## src/rtl/b248_pkg.sv

```systemverilog
package b248_pkg;

    localparam int SYM_FIELDS     = 7;
    localparam int MAX_DIGITS_DEF = 7;
    localparam int SUM_W          = 56;

    localparam logic [7:0]  RADIX      = 8'd248;
    // ceil(2^34 / 31): exact quotient by 31 for operands below 2^29
    localparam logic [29:0] RECIP      = 30'd554189329;
    localparam logic [7:0]  SPACE_BYTE = 8'h20;
    localparam logic [7:0]  ZERO_BYTE  = 8'h01;

    // item bookkeeping that rides along the digit chain
    typedef struct packed {
        logic [2:0]                 len;
        logic                       zero;
        logic [SYM_FIELDS-1:0][7:0] dig;
        logic [SYM_FIELDS-1:0]      spc;
    } meta_t;

    // partly divided number: top chunk, middle quotient, last chunk in flight
    typedef struct packed {
        logic [7:0]  c0;
        logic [23:0] q1;
        logic [31:0] v2;
        logic [58:0] p2;
    } part_t;

    function automatic logic [SUM_W-1:0] half_of(input logic [2:0] len);
        logic [SUM_W-1:0] h;
        case (len)
            3'd1:    h = 56'd124;
            3'd2:    h = 56'd30752;
            3'd3:    h = 56'd7626496;
            3'd4:    h = 56'd1891371008;
            3'd5:    h = 56'd469060009984;
            3'd6:    h = 56'd116326882476032;
            3'd7:    h = 56'd28849066854055936;
            default: h = '0;
        endcase
        return h;
    endfunction

    // product of (v / 8) and the reciprocal of 31
    function automatic logic [58:0] mul_recip(input logic [31:0] v);
        return 59'(v[31:3]) * 59'(RECIP);
    endfunction

    function automatic logic [23:0] quot(input logic [58:0] p);
        return p[57:34];
    endfunction

    function automatic logic [7:0] rem248(input logic [31:0] v, input logic [23:0] q);
        logic [31:0] r;
        r = v - {q, 8'd0} + {5'd0, q, 3'd0};
        return r[7:0];
    endfunction

    function automatic logic [SUM_W-1:0] part_num(input part_t p);
        return {p.c0, p.q1, quot(p.p2)};
    endfunction

    function automatic logic [7:0] part_digit(input part_t p);
        return rem248(p.v2, quot(p.p2));
    endfunction

    function automatic logic [7:0] digit_to_byte(input logic [7:0] d);
        logic [7:0] b;
        if (d < 8'd31)
            b = d + 8'd1;
        else if (d == 8'd31)
            b = 8'd34;
        else if (d <= 8'd120)
            b = d + 8'd5;
        else
            b = d + 8'd7;
        return b;
    endfunction

endpackage

```

## src/rtl/b248_format.sv

```systemverilog
module b248_format
    import b248_pkg::*;
#(
    parameter int MAX_DIGITS = MAX_DIGITS_DEF
)
(
    input  logic                       clk,
    input  logic                       rst_n,
    input  logic                       in_valid,
    output logic                       in_ready,
    input  meta_t                      in_meta,
    input  part_t                      in_part,
    output logic                       out_valid,
    input  logic                       out_ready,
    output logic [SYM_FIELDS-1:0][7:0] sym,
    output logic [2:0]                 used_count
);

    meta_t                      meta;
    logic [2:0]                 k;
    logic [SYM_FIELDS-1:0][7:0] sym_next;

    logic                       out_valid_reg;
    logic [SYM_FIELDS-1:0][7:0] sym_reg;
    logic [2:0]                 used_reg;

    assign in_ready = !out_valid_reg || out_ready;

    always_comb
    begin
        meta                      = in_meta;
        meta.dig[MAX_DIGITS-1]    = part_digit(in_part);
        k                         = '0;
        for (int p = 0; p < SYM_FIELDS; p++)
        begin
            sym_next[p] = '0;
            if (3'(p) < meta.len)
            begin
                // field p holds digit k counted from the least significant end
                k = meta.len - 3'(p) - 3'd1;
                if (meta.zero)
                    sym_next[p] = ZERO_BYTE;
                else if (k != 3'd0 && meta.spc[k])
                    sym_next[p] = SPACE_BYTE;
                else
                    sym_next[p] = digit_to_byte(meta.dig[k]);
            end
        end
    end

    always_ff @(posedge clk or negedge rst_n)
    begin
        if (!rst_n)
            out_valid_reg <= 1'b0;
        else if (in_ready)
            out_valid_reg <= in_valid;
    end

    always_ff @(posedge clk)
    begin
        if (in_ready)
        begin
            sym_reg  <= sym_next;
            used_reg <= in_meta.len;
        end
    end

    assign out_valid  = out_valid_reg;
    assign sym        = sym_reg;
    assign used_count = used_reg;

endmodule

```

## config.mk

```make
export PLATFORM = sky130hd
export DESIGN_NAME = b248_format
export DESIGN_NICKNAME = d
export VERILOG_FILES = /design/src/rtl/b248_pkg.sv /design/src/rtl/b248_format.sv
export SDC_FILE = /design/constraint.sdc
export NUM_CORES = 1
export LEC_CHECK = 0
export ABC_AREA = 1
export BUFFER_PORTS_ARGS = -buffer_cell sky130_fd_sc_hd__buf_2
export CELL_PAD_IN_SITES_DETAIL_PLACEMENT = 0
export CELL_PAD_IN_SITES_GLOBAL_PLACEMENT = 1
export CORE_ASPECT_RATIO = 1.2
export CORE_MARGIN = 5
export CORE_UTILIZATION = 32
export CTS_BUF_LIST = sky130_fd_sc_hd__clkbuf_2 sky130_fd_sc_hd__clkbuf_4 sky130_fd_sc_hd__clkbuf_8
export DETAILED_ROUTE_END_ITERATION = 16
export GPL_ROUTABILITY_DRIVEN = 0
export GPL_TIMING_DRIVEN = 1
export PLACE_DENSITY_LB_ADDON = 0.1
export SLEW_MARGIN = 10
export SYNTH_ARGS = -nofsm -noshare
export SYNTH_HDL_FRONTEND = slang
export SYNTH_SLANG_ARGS = --single-unit
```

## constraint.sdc

```tcl
create_clock -name clk -period 2 [get_ports clk]
set_clock_uncertainty 0.05 [all_clocks]
set_input_delay 0.3 -clock clk [delete_from_list [all_inputs] [get_ports clk]]
set_output_delay 0.3 -clock clk [all_outputs]
set_load 0.03 [all_outputs]
```

==> qor.yml <==
globalRouteMet2Util: 0.443
rows: 62
vdd.ir_drop.worst_v: 0.000336
cell_chosen_for_the_clock_root: "clkbuf_8"
grt_pass1_wl_mm: 51.5
routed_via_density: 4.90
ctsHtreeMaxLevel: 3
grt_pass1_vias: 9903
port_buffers: 136
clock_tree_buf_depth: 2
status: "complete, but fails checks"
fin_cells: 2052
crit_path_end_kind: "register"
drt-pass1-iter-count: 5
worst_skew_pair.late_latency_ps: 380
drtAntennaViolNets: 0
post_synth_inst_count: 1246
worst_pin_slew_ps: 564
final_area_sq_mm: 0.0144
place.detailed.instances: 1922
rsz_0062_raised_after_global_routing: "yes"
final_critical_path_setup_slack_ps: -690
fmax_achieved_ghz: 0.372
p_leak_nw: 6.93
clkSinkCount: 60
seq_area_frac_synth: 0.234
worst_r2r_path_depth: 2
worstSetupStartpointType: "input pin"
fin_tns_setup_ps: -27970
totalWireLength_mm: 34.3
multi_input_area_sq_mm: 0.00739
dpl-instance-area_sq_mm: 0.0109
cts_tree: "built"
report.final.slew_viol_count: 0
route.detailed.wl_per_inst_microns: 16.7
relSlewSlack: 0.620
die_width_microns: 151
global_route.peak_usage_layer: "met2"
drive_gt1_frac: 0.573
worstHoldPathCells: 3
antennaDiodeCount: 0
finalPower_mw: 8.94
gr-usage-met3: 0.0249
pwr_density_cell_mw_per_mm2: 622
via_count: 10100
ff_latch_area_sq_mm: 0.00180
cp.arrival_ps: 2760
mappedNetlistArea_sq_mm: 0.00767
critical_path_peak_fanout: 3
nFillCells: 2155
worstPathRequired_ps: 2070
setup_viol: 56
final_hold_viol_count: 0
post-route-period-util: 1.35
critPathKind: "in -> reg"
nets: 1965
dp.final_hpwl_mm: 25.5
synth_nets: 1484
holdWs_ps: 53.8
drc: 0
pin_count: 255
numCtsBuffers: 9
globalRouteOverflowTotal: 0
core_region_area_sq_mm: 0.0238
layout-area-overhead-vs-synth_pct: 87.3
fin_crit_ps: 2690
synthesis.area_per_instance_sq_um: 6.15
cts.clk_slew.worst_paths_ps: 70
synth_edf_count: 59
yosys_register_bits: 60
largest_register_ff_count: 56
die_boundary_height_microns: 180
grt.met1_usage: 0.280
grt_start_max_net_pins: 31
grt_antenna_before_repair: 0
synthDistinctLibCells: 43
failed_checks: "setup timing"
grt_usage: 0.241
cap_viol_max_count: 0
ys.warnings.count: 0
dominantRegCellSynth: "edfxtp_1"
async_reset_ff_frac: 0.0167
drt_iter0_markers: 476
design.die.area_sq_mm: 0.0272
floorplan.initialDensity: 0.322
worstHoldPathType: "in -> reg"
[metrics by stage]
step	setup slack [ps]	util
floorplan	-1160	-
global placement	-1190	0.459
detailed placement	-1230	0.459
CTS	-607	0.536
global route	-783	0.603
finish	-690	0.603
[synth_stat cells (12+ instances only)]
master,number,area share
nand2_1,458,0.22
inv_1,107,0.052
inv_2,23,0.011
nand2_2,15,0.012
o21ai_0,27,0.018
xor2_1,27,0.031
o21ai_1,36,0.023
buf_4,12,0.012
nor2_1,81,0.040
a21oi_1,42,0.027
buf_2,15,0.0098
nor2_2,12,0.0098
ha_1,36,0.059
nand3_1,207,0.14
edfxtp_1,59,0.23
[power by group]
group	total (mW)	switching [mW]	internal (mW)
Combinational	6.24	3.46	2.78
Sequential	1.58	0.0279	1.55
Clock	1.12	0.589	0.527
Total	8.94	4.07	4.86
[kinds of logic after synthesis]
kind of cell             after synthesis  synth area share
AND/OR/NAND/NOR                      801             0.448
buffers and inverters                174             0.100
AO/OA/AOI/OAI                        130            0.0935
flip-flops                            60             0.234
adder cells (fa/ha/maj)               44            0.0796
XOR/XNOR                              35            0.0419
multiplexers                           2           0.00261
[cell usage in the layout, fill, tap and decap left out, types with 4 or more instances in the layout]
cell and n:
xnor2_2 4, o21ai_4 9, and2_1 5, o21ai_0 18, o21ai_2 16, inv_1 72
nor2_4 28, ha_1 9, nand3_1 96, clkbuf_8 11, buf_2 132, xor2_1 24
o211ai_1 5, a21oi_1 21, nand2_4 54, inv_4 9, buf_4 298, nand3_4 35
nor2_1 59, edfxtp_1 59, buf_12 12, nor2_2 10, fa_2 8, nand2_2 101
nand4_1 9, buf_6 59, nand2_1 316, inv_2 44, ha_4 25, nand3_2 78
a21oi_2 23, o21ai_1 24
[what timing repair did]
action                                  4_1_cts  5_1_grt
endpoints found under the setup margin       56       56
endpoints found under the hold margin         1        0
pin swaps                                   119      161
hold buffers                                  1        0
cloned                                        6        1
gates resized for setup                     240      304
buffers inserted                             88       53
[layout make-up]
cell class / instances / share of cell area
multi-input combinational: 1012 / 0.515
timing repair buffer: 510 / 0.278
sequential: 60 / 0.125
inverter: 132 / 0.0395
tap: 320 / 0.0279
clock buffer: 12 / 0.0111
timing repair inverter: 2 / 0.00192
clock inverter: 4 / 0.00174
[critical path: stages]
cell,delay [ps]
buf_6,100
ha_4,150
inv_2,50
fa_2,470
inv_2,110
nand2_4,80
nand2_4,80
nand3_2,70
nand2_2,90
inv_2,60
nor2_4,90
nand4_1,120
nand2_2,130
inv_2,50
fa_2,430
nand2_4,110
nand3_2,70
xor2_1,160
nor2_1,60
[layer usage]
layer | vias up | wire length, microns
met4 | 0 | 1420
met2 | 234 | 18500
li1 | 5019 | -
met1 | 4727 | 13300
met3 | 74 | 1150
met5 | - | 0
[path summary, 6_finish.rpt]
check,startpoint,to,slack [ps]
max,in_part[62],sym[6]$_SDFFCE_PP0P_,-690
min,in_valid,out_valid$_DFFE_PN0P_,50
max reg2reg,out_valid$_DFFE_PN0P_,sym[33]$_SDFFCE_PP0P_,640
min reg2reg,out_valid$_DFFE_PN0P_,sym[19]$_SDFFCE_PP0P_,800
max in group asynchronous,rst_n,out_valid$_DFFE_PN0P_,1650
min in group asynchronous,rst_n,out_valid$_DFFE_PN0P_,170
No activity file was read; power rests on OpenSTA's default activity.
