==> src/rtl/b248_pkg.sv <==
package b248_pkg;

    localparam int SYM_FIELDS     = 7;
    localparam int MAX_DIGITS_DEF = 7;
    localparam int SUM_W          = 56;

    localparam logic [7:0]  RADIX      = 8'd248;
    // ceil(2^34 / 31): exact quotient by 31 for operands below 2^29
    localparam logic [29:0] RECIP      = 30'd554189329;
    localparam logic [7:0]  SPACE_BYTE = 8'h20;
    localparam logic [7:0]  ZERO_BYTE  = 8'h01;

    // item bookkeeping that rides along the digit chain
    typedef struct packed {
        logic [2:0]                 len;
        logic                       zero;
        logic [SYM_FIELDS-1:0][7:0] dig;
        logic [SYM_FIELDS-1:0]      spc;
    } meta_t;

    // partly divided number: top chunk, middle quotient, last chunk in flight
    typedef struct packed {
        logic [7:0]  c0;
        logic [23:0] q1;
        logic [31:0] v2;
        logic [58:0] p2;
    } part_t;

    function automatic logic [SUM_W-1:0] half_of(input logic [2:0] len);
        logic [SUM_W-1:0] h;
        case (len)
            3'd1:    h = 56'd124;
            3'd2:    h = 56'd30752;
            3'd3:    h = 56'd7626496;
            3'd4:    h = 56'd1891371008;
            3'd5:    h = 56'd469060009984;
            3'd6:    h = 56'd116326882476032;
            3'd7:    h = 56'd28849066854055936;
            default: h = '0;
        endcase
        return h;
    endfunction

    // product of (v / 8) and the reciprocal of 31
    function automatic logic [58:0] mul_recip(input logic [31:0] v);
        return 59'(v[31:3]) * 59'(RECIP);
    endfunction

    function automatic logic [23:0] quot(input logic [58:0] p);
        return p[57:34];
    endfunction

    function automatic logic [7:0] rem248(input logic [31:0] v, input logic [23:0] q);
        logic [31:0] r;
        r = v - {q, 8'd0} + {5'd0, q, 3'd0};
        return r[7:0];
    endfunction

    function automatic logic [SUM_W-1:0] part_num(input part_t p);
        return {p.c0, p.q1, quot(p.p2)};
    endfunction

    function automatic logic [7:0] part_digit(input part_t p);
        return rem248(p.v2, quot(p.p2));
    endfunction

    function automatic logic [7:0] digit_to_byte(input logic [7:0] d);
        logic [7:0] b;
        if (d < 8'd31)
            b = d + 8'd1;
        else if (d == 8'd31)
            b = 8'd34;
        else if (d <= 8'd120)
            b = d + 8'd5;
        else
            b = d + 8'd7;
        return b;
    endfunction

endpackage

==> src/rtl/b248_digit.sv <==
module b248_digit
    import b248_pkg::*;
#(
    parameter int IDX = 0
)
(
    input  logic  clk,
    input  logic  rst_n,
    input  logic  in_valid,
    output logic  in_ready,
    input  meta_t in_meta,
    input  part_t in_part,
    output logic  out_valid,
    input  logic  out_ready,
    output meta_t out_meta,
    output part_t out_part
);

    logic [SUM_W-1:0] num;
    meta_t            a_meta_next;
    logic             a_q0_next;
    logic [7:0]       r0;
    logic [31:0]      a_v1_next;

    logic             a_valid_reg;
    meta_t            a_meta_reg;
    logic             a_q0_reg;
    logic [31:0]      a_v1_reg;
    logic [58:0]      a_p1_reg;
    logic [23:0]      a_c2_reg;

    logic [23:0]      q1;
    logic [7:0]       r1;
    part_t            b_part_next;

    logic             b_valid_reg;
    meta_t            b_meta_reg;
    part_t            b_part_reg;

    logic             a_ready;
    logic             b_ready;

    assign b_ready  = !b_valid_reg || out_ready;
    assign a_ready  = !a_valid_reg || b_ready;
    assign in_ready = a_ready;

    // finish the previous digit: its last quotient closes the number
    assign num = part_num(in_part);

    generate
        if (IDX > 0)
        begin : g_fin
            always_comb
            begin
                a_meta_next              = in_meta;
                a_meta_next.dig[IDX-1]   = part_digit(in_part);
                a_meta_next.spc[IDX]     = (num == '0);
            end
        end
        else
        begin : g_first
            assign a_meta_next = in_meta;
        end
    endgenerate

    always_comb
    begin
        a_q0_next = num[55:48] >= RADIX;
        r0        = a_q0_next ? (num[55:48] - RADIX) : num[55:48];
        a_v1_next = {r0, num[47:24]};
    end

    always_comb
    begin
        q1             = quot(a_p1_reg);
        r1             = rem248(a_v1_reg, q1);
        b_part_next.c0 = {7'd0, a_q0_reg};
        b_part_next.q1 = q1;
        b_part_next.v2 = {r1, a_c2_reg};
        b_part_next.p2 = mul_recip({r1, a_c2_reg});
    end

    always_ff @(posedge clk or negedge rst_n)
    begin
        if (!rst_n)
        begin
            a_valid_reg <= 1'b0;
            b_valid_reg <= 1'b0;
        end
        else
        begin
            if (a_ready)
                a_valid_reg <= in_valid;
            if (b_ready)
                b_valid_reg <= a_valid_reg;
        end
    end

    always_ff @(posedge clk)
    begin
        if (a_ready)
        begin
            a_meta_reg <= a_meta_next;
            a_q0_reg   <= a_q0_next;
            a_v1_reg   <= a_v1_next;
            a_p1_reg   <= mul_recip(a_v1_next);
            a_c2_reg   <= num[23:0];
        end
        if (b_ready)
        begin
            b_meta_reg <= a_meta_reg;
            b_part_reg <= b_part_next;
        end
    end

    assign out_valid = b_valid_reg;
    assign out_meta  = b_meta_reg;
    assign out_part  = b_part_reg;

endmodule

==> config.mk <==
export PLATFORM = sky130hd
export DESIGN_NAME = b248_digit
export DESIGN_NICKNAME = d
export VERILOG_FILES = /design/src/rtl/b248_pkg.sv /design/src/rtl/b248_digit.sv
export SDC_FILE = /design/constraint.sdc
export NUM_CORES = 1
export LEC_CHECK = 0
export BUFFER_PORTS_ARGS = -buffer_cell sky130_fd_sc_hd__buf_2
export CAP_MARGIN = 20
export CORE_MARGIN = 2
export CORE_UTILIZATION = 45
export DETAILED_ROUTE_END_ITERATION = 16
export HOLD_SLACK_MARGIN = 0.12
export PLACE_DENSITY_LB_ADDON = 0.25
export SETUP_SLACK_MARGIN = 0.02
export SLEW_MARGIN = 40
export SYNTH_ARGS = -nofsm -noshare
export SYNTH_HDL_FRONTEND = slang
export SYNTH_SLANG_ARGS = --single-unit
==> constraint.sdc <==
create_clock -name clk -period 17.4 [get_ports clk]
set_input_delay 2.61 -clock clk [delete_from_list [all_inputs] [get_ports clk]]
set_output_delay 2.61 -clock clk [all_outputs]
set_load 0.005 [all_outputs]
==> flow_metrics.env <==
export IMPL_outcome="completed"
export IMPL_whs_ns=0.411
export IMPL_fin_nets=2993
export IMPL_timing_critical_path_slowest_cell_delay_ns=0.61
export IMPL_post_cts_buffers=0
export IMPL_clk_latency_ns=0.55
export IMPL_path_cells="buf_2, and4_1, nand2_1, inv_1, a21boi_0, ha_1, fa_1, inv_1, fa_1, inv_1, fa_1, ha_1, ha_1, ha_1, and3_1, nand4_1, or4_1, a311oi_1, nor2_1, a21oi_1, xnor2_1"
export IMPL_largest_reg_flops=112
export IMPL_synth_area_leader_cell="edfxtp_1"
export IMPL_cts_tree="yes"
export IMPL_path_max_fanout=6
export IMPL_slew_headroom_pct=50.9
export IMPL_period_share_pct=49.2
export IMPL_synthArstFlopShare_pct=0.656
export IMPL_setup_viol=0
export IMPL_hold_viol=0
export IMPL_tns_ns=0
export IMPL_synth_edf_count=303
export IMPL_cts_resized=0
export IMPL_fin_skew_ns=0.0148
export IMPL_synth_distinct_cells=76
export IMPL_synth_top_area_share_pct=39.1
export IMPL_route_vias_total=14900
export IMPL_place_ws_ns=8.21
export IMPL_startpoint_type="input port"
export IMPL_final_cells=2887
export IMPL_grt_pass1_vias=15500
export IMPL_grt_use_total_pct=20.1
export IMPL_place_inst=2817
export IMPL_clkTransAtPathRegs_ns=0.06
export IMPL_die_h_um=231
export IMPL_worstSetupEndpointType="flip-flop"
export IMPL_syn_inst=1847
export IMPL_grt_max_degree=77
export IMPL_yosys_warnings=0
export IMPL_grt_pass1_wl_mm=83.6
export IMPL_initial_core_util_pct=45.4
export IMPL_crit_arrival_ns=8.85
export IMPL_ioPinCount=386
export IMPL_final_layout_size_suffix_gt1_share_pct=17.9
export IMPL_clock_root_buffer="clkbuf_16"
export IMPL_hp_start="a_p1_reg[48]$_DFFE_PP_"
export IMPL_netlist_area_sq_mm=0.0233
export IMPL_criticalPathCategory="input port to flip-flop"
export IMPL_synth_ff_type="edfxtp_1"
export IMPL_final_min_clock_period_ns=8.56
export IMPL_yosys_top_cells_area="edfxtp_1 39%, ha_1 25%, fa_1 14%"
export IMPL_wl_per_cell_um=18.6
export IMPL_wl_mm=53.8
export IMPL_cap_violations=0
export IMPL_worst_slack_ns=8.84
export IMPL_required_ns=17.68
export IMPL_crit_family="adder cells"
export IMPL_hold_class="flip-flop to flip-flop"
export IMPL_drtIter0Drc=793
export IMPL_hold_buffers=0
export IMPL_ys_seq_elements=305
export IMPL_first_pass_iters=5
export IMPL_slew_viol_final=0
export IMPL_startpoint="in_part[121]"
export IMPL_vias_per_cell=5.16
export IMPL_design_core_area_sq_mm=0.0512
export IMPL_rows=83
export IMPL_worstMarginPinSlew_ns=0.737
export IMPL_path_buf_inv=4
export IMPL_dp_hpwl_mm=45.3
export IMPL_critical_path_slowest_cell="or4_1"
export IMPL_synthToLayoutAreaGrowth_pct=14.9
export IMPL_cpMostUsedCell="ha_1"
export IMPL_fmax_mhz=117
export IMPL_overflow=0
export IMPL_cts_path_max_buffers=3
export IMPL_die_width_um=231
export IMPL_rsz0062_at_grt="no"
export IMPL_place_gp_congestion=0.897
export IMPL_drc=0
export IMPL_htreeDepth=2
export IMPL_ant_nets=0
export IMPL_ys_seq_area_share_pct=39.3
export IMPL_rr_startpoint="a_p1_reg[34]$_DFFE_PP_"
export IMPL_die_area_sq_mm=0.0535
export IMPL_port_buffers=311
export IMPL_antenna_found_initial=6
export IMPL_clock_sinks=305
export IMPL_cts_made_buffers=35
export IMPL_syn_avg_cell_area_sq_um=12.6
-- cell usage after synthesis, types with 3 or more instances --
cell type    n
and4_1       3
a311oi_1     4
and2_1      13
inv_1      301
o21ai_0     38
a21o_1      40
or3_1        5
nor4_1       4
nor2b_1      5
fa_1       163
edfxtp_1   303
xor2_1      34
a31oi_1     14
buf_4       12
and3_1      17
clkbuf_1     9
a211oi_1     4
a21boi_0     3
ha_1       462
or2_2        4
xnor2_1     44
nor2_1      31
o21a_1      15
o211ai_1    12
nor3_1       9
a211o_1      3
nand2b_1     7
nand3_1     29
o21bai_1    16
nand2_1     60
a21oi_1     99
nand4_1     19
buf_2        9
-- worst register-to-register path: cells and delay by family (launching register included) --
kind            cells  cell delay [ns]
compound gates      8             2.16
fa+ha+maj          10             4.29
xor+xnor            1             0.33
simple gates        2             0.42
flops               1             0.40
buf+inv             2             0.10
-- worst paths after layout --
kind,end,slack (ns),cells past startpoint
min in group asynchronous,a_valid_reg$_DFFE_PN0P_,1.84,1
hold / removal,out_part[105]$_DFFE_PP_,0.41,0
setup reg to reg,out_part[50]$_DFFE_PP_,9.48,23
hold reg to reg,out_part[105]$_DFFE_PP_,0.41,0
setup / recovery,a_p1_reg[57]$_DFFE_PP_,8.84,21
max in group asynchronous,out_valid$_DFFE_PN0P_,15.46,1
-- cell usage in the layout (no fill, tap or decap), types with 4 or more instances in the layout --
master     count
conb_1         7
nand2b_1       6
a311oi_1       4
xor2_1        34
o21ai_0       38
and2_1        13
o21bai_1      16
clkinv_2       5
a211oi_1       4
nor4_1         4
inv_1        301
edfxtp_1     303
diode_2        6
a31oi_1       14
nand2_1       60
ha_1         462
xnor2_1       44
o211ai_1      12
a21oi_1       99
or2_2          4
fa_1         163
and3_1        17
nor2b_1        5
nand4_1       19
a21o_1        40
nor2_1        31
nor3_1         9
clkbuf_16     35
nand3_1       29
o21a_1        15
clkbuf_1       6
or3_1          5
buf_2        311
clkinv_1       6
-- metrics by stage --
stage	area [sq um]	util, %
final	26700	52.2
after detailed placement	25600	49.9
after CTS	26700	52.2
after global placement	25600	49.9
after floorplan	23300	-
after global routing	26700	52.2
-- per-layer routing --
metal	up-vias	wire length, um	share of wire (%)	track usage (%)
met2	287	26700	50	33.9
li1	7233	-	-	-
met3	75	2120	3.9	3.03
met1	7303	23300	43	26.5
met5	-	0	0	0
met4	0	1610	3.0	7.00
-- cell families after synthesis --
kind of cell	after synthesis	synth area share, %
buf+inv	332	5.60
mux	1	0.0430
compound gates	292	8.52
fa+ha+maj	625	38.9
xor+xnor	78	2.94
other cells	1	0.0161
simple gates	213	4.67
flops	305	39.3
-- final cells by class --
| class | count | area, sq um |
|---|---|---|
| diodes | 6 | 15.0 |
| clock buffers | 42 | 912 |
| clock inverters | 22 | 229 |
| fillers | 4462 | 24500 |
| inverters | 301 | 1130 |
| multi-input cells | 1216 | 12800 |
| flip-flops and latches | 305 | 9150 |
| well taps | 680 | 851 |
| repair buffers | 315 | 1600 |
Power is left out: the tool's default activity adds up to more than one toggle a clock period on the data nets, which glitch-free logic cannot reach.
