--- src/rtl/b248_pkg.sv ---
package b248_pkg;

    localparam int SYM_FIELDS     = 7;
    localparam int MAX_DIGITS_DEF = 7;
    localparam int SUM_W          = 56;

    localparam logic [7:0]  RADIX      = 8'd248;
    // ceil(2^34 / 31): exact quotient by 31 for operands below 2^29
    localparam logic [29:0] RECIP      = 30'd554189329;
    localparam logic [7:0]  SPACE_BYTE = 8'h20;
    localparam logic [7:0]  ZERO_BYTE  = 8'h01;

    // item bookkeeping that rides along the digit chain
    typedef struct packed {
        logic [2:0]                 len;
        logic                       zero;
        logic [SYM_FIELDS-1:0][7:0] dig;
        logic [SYM_FIELDS-1:0]      spc;
    } meta_t;

    // partly divided number: top chunk, middle quotient, last chunk in flight
    typedef struct packed {
        logic [7:0]  c0;
        logic [23:0] q1;
        logic [31:0] v2;
        logic [58:0] p2;
    } part_t;

    function automatic logic [SUM_W-1:0] half_of(input logic [2:0] len);
        logic [SUM_W-1:0] h;
        case (len)
            3'd1:    h = 56'd124;
            3'd2:    h = 56'd30752;
            3'd3:    h = 56'd7626496;
            3'd4:    h = 56'd1891371008;
            3'd5:    h = 56'd469060009984;
            3'd6:    h = 56'd116326882476032;
            3'd7:    h = 56'd28849066854055936;
            default: h = '0;
        endcase
        return h;
    endfunction

    // product of (v / 8) and the reciprocal of 31
    function automatic logic [58:0] mul_recip(input logic [31:0] v);
        return 59'(v[31:3]) * 59'(RECIP);
    endfunction

    function automatic logic [23:0] quot(input logic [58:0] p);
        return p[57:34];
    endfunction

    function automatic logic [7:0] rem248(input logic [31:0] v, input logic [23:0] q);
        logic [31:0] r;
        r = v - {q, 8'd0} + {5'd0, q, 3'd0};
        return r[7:0];
    endfunction

    function automatic logic [SUM_W-1:0] part_num(input part_t p);
        return {p.c0, p.q1, quot(p.p2)};
    endfunction

    function automatic logic [7:0] part_digit(input part_t p);
        return rem248(p.v2, quot(p.p2));
    endfunction

    function automatic logic [7:0] digit_to_byte(input logic [7:0] d);
        logic [7:0] b;
        if (d < 8'd31)
            b = d + 8'd1;
        else if (d == 8'd31)
            b = 8'd34;
        else if (d <= 8'd120)
            b = d + 8'd5;
        else
            b = d + 8'd7;
        return b;
    endfunction

endpackage

--- src/rtl/b248_clamp.sv ---
module b248_clamp
    import b248_pkg::*;
#(
    parameter int MAX_DIGITS = MAX_DIGITS_DEF
)
(
    input  logic        clk,
    input  logic        rst_n,
    input  logic        in_valid,
    output logic        in_ready,
    input  logic [63:0] value,
    input  logic [2:0]  digit_count,
    output logic        out_valid,
    input  logic        out_ready,
    output meta_t       out_meta,
    output part_t       out_part
);

    logic             s1_valid_reg;
    logic [2:0]       s1_len_reg;
    logic             s1_neg_reg;
    logic [63:0]      s1_mag_reg;
    logic [SUM_W-1:0] s1_half_reg;

    logic [2:0]       s1_len_next;
    logic [63:0]      s1_mag_next;

    logic             s2_valid_reg;
    meta_t            s2_meta_reg;
    part_t            s2_part_reg;
    meta_t            s2_meta_next;
    part_t            s2_part_next;

    logic             s1_ready;
    logic             s2_ready;
    logic             over;
    logic             eq;
    logic [SUM_W-1:0] mag_c;
    logic [SUM_W-1:0] sum;

    assign s2_ready = !s2_valid_reg || out_ready;
    assign s1_ready = !s1_valid_reg || s2_ready;
    assign in_ready = s1_ready;

    always_comb
    begin
        s1_len_next = (digit_count > 3'(MAX_DIGITS)) ? 3'(MAX_DIGITS) : digit_count;
        s1_mag_next = value[63] ? (~value + 64'd1) : value;
    end

    always_comb
    begin
        over  = s1_mag_reg > {8'd0, s1_half_reg};
        eq    = s1_mag_reg == {8'd0, s1_half_reg};
        mag_c = over ? s1_half_reg : s1_mag_reg[SUM_W-1:0];
        sum   = s1_neg_reg ? (s1_half_reg - mag_c) : (s1_half_reg + mag_c);

        s2_meta_next      = '0;
        s2_meta_next.len  = s1_len_reg;
        s2_meta_next.zero = s1_neg_reg && (over || eq);

        // sum loaded as if its low chunk were a finished quotient
        s2_part_next.c0 = sum[55:48];
        s2_part_next.q1 = sum[47:24];
        s2_part_next.v2 = '0;
        s2_part_next.p2 = {1'b0, sum[23:0], 34'd0};
    end

    always_ff @(posedge clk or negedge rst_n)
    begin
        if (!rst_n)
        begin
            s1_valid_reg <= 1'b0;
            s2_valid_reg <= 1'b0;
        end
        else
        begin
            if (s1_ready)
                s1_valid_reg <= in_valid;
            if (s2_ready)
                s2_valid_reg <= s1_valid_reg;
        end
    end

    always_ff @(posedge clk)
    begin
        if (s1_ready)
        begin
            s1_len_reg  <= s1_len_next;
            s1_neg_reg  <= value[63];
            s1_mag_reg  <= s1_mag_next;
            s1_half_reg <= half_of(s1_len_next);
        end
        if (s2_ready)
        begin
            s2_meta_reg <= s2_meta_next;
            s2_part_reg <= s2_part_next;
        end
    end

    assign out_valid = s2_valid_reg;
    assign out_meta  = s2_meta_reg;
    assign out_part  = s2_part_reg;

endmodule

--- config.mk ---
export PLATFORM = sky130hd
export DESIGN_NAME = b248_clamp
export DESIGN_NICKNAME = d
export VERILOG_FILES = /design/src/rtl/b248_pkg.sv /design/src/rtl/b248_clamp.sv
export SDC_FILE = /design/constraint.sdc
export NUM_CORES = 1
export LEC_CHECK = 0
export ABC_AREA = 0
export BUFFER_PORTS_ARGS = -buffer_cell sky130_fd_sc_hd__buf_2
export CAP_MARGIN = 20
export CORE_UTILIZATION = 57
export CTS_CLUSTER_DIAMETER = 100
export DETAILED_ROUTE_END_ITERATION = 10
export HOLD_SLACK_MARGIN = 0.06
export PLACE_DENSITY = 0.82
export SETUP_SLACK_MARGIN = 0.15
export SLEW_MARGIN = 5
export SYNTH_ARGS = -nofsm -noshare
export SYNTH_HDL_FRONTEND = slang
export SYNTH_SLANG_ARGS = --single-unit
--- constraint.sdc ---
create_clock -name clk -period 9.9 [get_ports clk]
set_input_delay 0 -clock clk [delete_from_list [all_inputs] [get_ports clk]]
set_output_delay 0 -clock clk [all_outputs]
set_load 0.1 [all_outputs]
==> results of run 1 <==
==> layout make-up <==
type	count	area, µm²	area share
Clock inverter	15	151	0.00986
Timing Repair Buffer	235	1660	0.108
Clock buffer	17	425	0.0277
Multi-Input combinational cell	1230	8020	0.522
Antenna cell	2	5.00	0.000326
Tap cell	313	392	0.0255
Inverter	57	214	0.0139
Sequential cell	150	4490	0.293
==> metrics by stage <==
step / total power (W) / setup slack, ps / utilization / cell area (µm²)
6_report: 0.00331 / 1260 / 0.672 / 15400
5_1_grt: 0.00345 / 694 / 0.672 / 15400
4_1_cts: 0.00328 / 1450 / 0.672 / 15400
3_5_place_dp: 0.00260 / 1680 / 0.607 / 13900
3_3_place_gp: 0.00258 / 1850 / 0.607 / 13900
2_1_floorplan: 0.00236 / 2020 / - / 13900
==> Yosys cell counts (37+ instances only) <==
cell type,n
edfxtp_1,148
a21oi_1,137
buf_4,131
nor2_1,105
xnor2_1,102
ha_1,99
nand2_1,93
o21ai_0,77
xor2_1,62
inv_1,55
clkbuf_1,45
nor3_1,37
==> per-layer routing <==
layer  vias up  part of all wire  global-route usage  routed length (µm)
li1       5656                 -                   -                   -
met1      5666              0.41               0.421               15700
met2       770              0.46               0.525               17900
met3       143             0.091              0.0513                3520
met4         0             0.040               0.146                1560
met5         -                 0                   0                   0
==> cell families after synthesis <==
| logic type | synth area share |
|---|---|
| xor gates and xnor gates | 0.107 |
| other | 0.000280 |
| AOI/OAI and AO/OA | 0.187 |
| adders and majority gates | 0.0924 |
| DFF | 0.335 |
| and+or+nand+nor | 0.167 |
| muxes | 0.00690 |
| buffers and inverters | 0.104 |
==> worst max-delay path, delay by kind of cell (launching register included) <==
family | cells | cell delay (ps)
AOI/OAI and AO/OA | 12 | 4190
and+or+nand+nor | 8 | 1510
adders and majority gates | 3 | 1150
buffers and inverters | 3 | 810
DFF | 1 | 630
xor gates and xnor gates | 1 | 120
==> timing repair <==
action / 4_1_cts / 5_1_grt
hold endpoints to repair: 82 / 0
hold buffers: 91 / 0
setup endpoints to repair: 0 / 0
==> path summary, 6_finish.rpt <==
kind | startpoint | end | slack [ps] | depth (start not counted)
min in group asynchronous | rst_n | out_valid | 410 | 3
max reg2reg | s1_half_reg[37] | out_part[122] | 1260 | 27
min reg2reg | s1_len_reg[1] | out_meta[65] | 420 | 0
min | value[63] | s1_neg_reg | 250 | 2
max in group asynchronous | rst_n | s1_valid_reg | 9370 | 3
max | s1_half_reg[37] | out_part[122] | 1260 | 27
==> power by group through the flow <==
stage	Combinational (W)	Sequential (W)	Clock, W
3_5_place_dp	0.00164	0.000960	0
5_1_grt	0.00180	0.000963	0.000682
4_1_cts	0.00168	0.000947	0.000655
2_1_floorplan	0.000833	0.00153	0
3_3_place_gp	0.00162	0.000958	0
6_report	0.00170	0.000954	0.000656
==> cell usage in the layout, fill, tap and decap left out, drive strengths merged, types with 18 or more instances in the layout <==
cell type	count
xor2	62
nand2	93
nand3	35
nor3	38
nand4	22
conb	130
a21oi	137
a21o	32
buf	144
nor2	105
o31ai	33
xnor2	102
o21ai	78
dlygate4sd3	91
edfxtp	148
inv	60
nor2b	18
ha	99
==> results.cfg, run 1 <==
[detailed_routing]
ant_nets = 0
drc = 0
wl_per_cell_um = 19.1
vias = 12200
drt-pass1-iter-count = 6
avgViaCountPerCell = 6.06
wirelength_um = 38600
drtIter0Drc = 1235

[synth]
synth_area_leader_cell = edfxtp_1
ys_dominant_reg_cell = edfxtp_1
syn-cell-area_um2 = 13400
synthArstFlopShare = 0.0133
synthCells = 1490
synth.top_cell.area_share = 0.331
ys_warn_count = 0
ys_seq_elements = 150
synth-edff-count = 148
syn_avg_cell_area_um2 = 9.00
ys_seq_area_frac = 0.335
synthTopCellsByArea = edfxtp_1 (33%), ha_1 (9.2%), buf_4 (7.3%)
synth.distinct_cells = 80

[worst_setup_path]
cp_data_required_time_ps = 10150
cp_max_fo = 16
cp_data_arrival_time_ps = 8890
worstSetupPathType = flip-flop to flip-flop
critPathMaxStageDelay_ps = 720
crit_path_start_kind = flip-flop
slowest_stage = a2111oi_0
crit_path_end_kind = flip-flop

[timing]
hold-worst-slack_ps = 248
final_hold_viol_count = 0
relSlewSlack = 0.406
final.min_clock_period_ps = 8640
drv_slew = 0
clock_skew_ps = 13.1
fmax_ghz = 0.116
worst_pin_slew_ps = 868
rsz0062_at_grt = no
fin_crit_sh = 0.873
setup_viol = 0
finalSetupTns_ps = 0

[grt]
grt_max_degree = 80
grt_use_total = 0.322
gr-total-overflow = 0
antenna_found_initial = 2
grt_pass1_wl_um = 60600
grt_pass1_vias = 11400

[placement]
placed_cells = 1894
globalplace.congestion = 0.968
dp_hpwl_um = 26800
numPortBuffers = 132

[power_and_ir_drop]
pwr-share-seq = 0.288
power.switching_w = 0.00168
power.leakage_nw = 6.36
power_density_nw_per_um2 = 216
clock_power_share = 0.198
switching_share = 0.506
peakVddDrop_uv = 158
p_comb_frac = 0.514
p_int_w = 0.00164

[cells_and_area]
area_growth_pct = 14.5
layout-drive-gt1-share = 0.117
final_cells = 2019
largest_reg_flops = 64
fillers = 1833
final_nets = 1861

[clock_network]
clk_latency_ps = 440
htreeDepth = 4
cts_tree = yes
cts_setup_buffers = 0
cts.reportedPaths.clkPinSlew_ps = 60
cts-root-buf = clkbuf_16
clockBufferDepth = 2
ctsResizeCount = 0
cts-buffers-inserted = 17
cts_sinks = 150

[floorplan]
start_util = 0.587
placementRows = 55
chipHeight_um = 155
coreArea_um2 = 22800
die_area_um2 = 24100
die_x_um = 155
ioPinCount = 263

[flow_run]
max-cap-violations = 0

[min_path]
hold_path.class = input port to flip-flop

[run_status]
outcome = finished, final reports clean
No activity file was read; power rests on OpenSTA's default activity.
==> run 2, diff against run 1 <==
CELL_PAD_IN_SITES_DETAIL_PLACEMENT = 0   (was unset)
CELL_PAD_IN_SITES_GLOBAL_PLACEMENT = 1   (was unset)
CORE_UTILIZATION = 43   (was 57)
PLACE_DENSITY = unset   (was 0.82)
PLACE_DENSITY_LB_ADDON = 0.1   (was unset)
==> results.cfg, run 2 (synthesis gave the netlist of run 1 again) <==
[run_status]
outcome = finished, final reports clean

[worst_setup_path]
cp_data_required_time_ps = 10080
r2r-start = s1_half_reg[38]
cp_max_fo = 66
crit_path_end_kind = flip-flop
slowest_stage = edfxtp_1
worstSetupPathType = flip-flop to flip-flop
regToRegSetupSlack_ps = 1520
r2r_end = out_part[121]
critPathMaxStageDelay_ps = 630
cp_data_arrival_time_ps = 8570
cp_common_cell = nand2_1
rr_worst_depth = 26
crit_path_start_kind = flip-flop

[timing]
fin_crit_sh = 0.847
worst_pin_slew_ps = 928
fmax_ghz = 0.119
rsz0062_at_grt = no
finalSetupTns_ps = 0
hold-worst-slack_ps = 141
drv_slew = 0
final_hold_viol_count = 0
setup_viol = 0
relSlewSlack = 0.381
final.min_clock_period_ps = 8380
clock_skew_ps = 9.03

[detailed_routing]
wirelength_um = 36400
drtIter0Drc = 725
drt-pass1-iter-count = 5
ant_nets = 0
vias = 11500
avgViaCountPerCell = 5.48
drc = 0
wl_per_cell_um = 17.3

[power_and_ir_drop]
power_density_nw_per_um2 = 211
peakVddDrop_uv = 128
power.leakage_nw = 6.38

[grt]
grt_use_total = 0.231
antenna_found_initial = 0
grt_pass1_wl_um = 57200
grt_max_degree = 75
gr-total-overflow = 0
grt_pass1_vias = 10600

[clock_network]
cts_sinks = 150
clockBufferDepth = 2
clk_latency_ps = 440
cts_tree = yes
cts-root-buf = clkbuf_16
htreeDepth = 4
cts-buffers-inserted = 17
cts.reportedPaths.clkPinSlew_ps = 70
ctsResizeCount = 0

[cells_and_area]
area_growth_pct = 15.5
final_cells = 2105
layout-drive-gt1-share = 0.119
mostFrequentLayoutCell = edfxtp_1
final_cell_mix = edfxtp_1 (148), a21oi_1 (137), buf_2 (132)
final_core_util = 0.505
largest_reg_flops = 64
final_nets = 1867
fillers = 2953
seq_area_um2 = 4490
multi_input_area_um2 = 8020
diodes = 0

[placement]
numPortBuffers = 132
globalplace.congestion = 0.875
placed_cells = 1981
dp_hpwl_um = 27600

[flow_run]
max-cap-violations = 0

[floorplan]
start_util = 0.437
die_x_um = 179
placementRows = 64
die_area_um2 = 31900
ioPinCount = 263
coreArea_um2 = 30700
chipHeight_um = 179

[min_path]
whs_path_depth = 4
min_from = out_ready
hold_path.class = input port to flip-flop
min_to = s1_valid_reg
==> run 2: cell types whose count changed in the layout (fill, tap and decap cells not counted) <==
cell / previous run / this run
dlygate4sd3_1: 91 / 93
clkinvlp_4: 2 / 3
diode_2: 2 / 0
nor2_4: 0 / 1
nor2_2: 1 / 0
bufinv_16: 2 / 1
clkinv_2: 2 / 3
buf_4: 12 / 16
clkinv_1: 4 / 2
==> run 2: critical path: cells and delay by family, from the launching register on <==
| kind | cells | cell delay (ps) |
|---|---|---|
| AO/OA/AOI/OAI | 6 | 1450 |
| AND/OR/NAND/NOR | 12 | 3360 |
| XOR/XNOR | 2 | 370 |
| multiplexers | 1 | 340 |
| buffers and inverters | 3 | 1220 |
| flip-flops | 1 | 630 |
| adder cells (fa/ha/maj) | 2 | 730 |
==> run 2: routing by layer <==
metal / part of all wire / routed length (µm) / vias up / track usage
met5: 0 / 0 / - / 0
met4: 0.018 / 656 / 0 / 0.0713
met3: 0.055 / 2010 / 40 / 0.0401
met2: 0.43 / 15700 / 404 / 0.350
met1: 0.50 / 18000 / 5418 / 0.332
li1: - / - / 5674 / -
==> run 2: worst max-delay path by stage <==
stage                     from             to  slack [ps]  cells past startpoint
2_1_floorplan  s1_half_reg[53]  out_part[120]        2020                     33
3_3_place_gp   s1_half_reg[53]  out_part[120]        1650                     27
3_5_place_dp   s1_half_reg[53]  out_part[120]        1620                     27
4_1_cts        s1_half_reg[53]  out_part[120]        1580                     27
5_1_grt        s1_half_reg[38]  out_part[121]         880                     26
6_report       s1_half_reg[38]  out_part[121]        1520                     26
==> run 2: repair_timing <==
item	CTS	global route
setup buffers	0	0
hold endpoints to repair	84	0
hold buffers	93	0
==> run 2: final cells by class <==
type                            instances  share of cell area
Multi-Input combinational cell       1230               0.518
Tap cell                              396              0.0320
Sequential cell                       150               0.290
Clock inverter                         14             0.00816
Timing Repair Buffer                  241               0.111
Inverter                               57              0.0138
Clock buffer                           17              0.0275
==> run 2: through the flow <==
step | power (W) | setup slack (ps) | area (µm²)
after global placement | 0.00260 | 1650 | 14000
after floorplan | 0.00236 | 2020 | 13900
after CTS | 0.00328 | 1580 | 15500
after detailed placement | 0.00261 | 1620 | 14000
final | 0.00327 | 1520 | 15500
after global routing | 0.00344 | 882 | 15500
==> run 2: power by group <==
| part | switching [W] | total [W] | internal (W) |
|---|---|---|---|
| clock | 0.000285 | 0.000631 | 0.000346 |
| combinational | 0.00129 | 0.00168 | 0.000396 |
| sequential | 0.0000859 | 0.000954 | 0.000868 |
| total | 0.00166 | 0.00327 | 0.00161 |
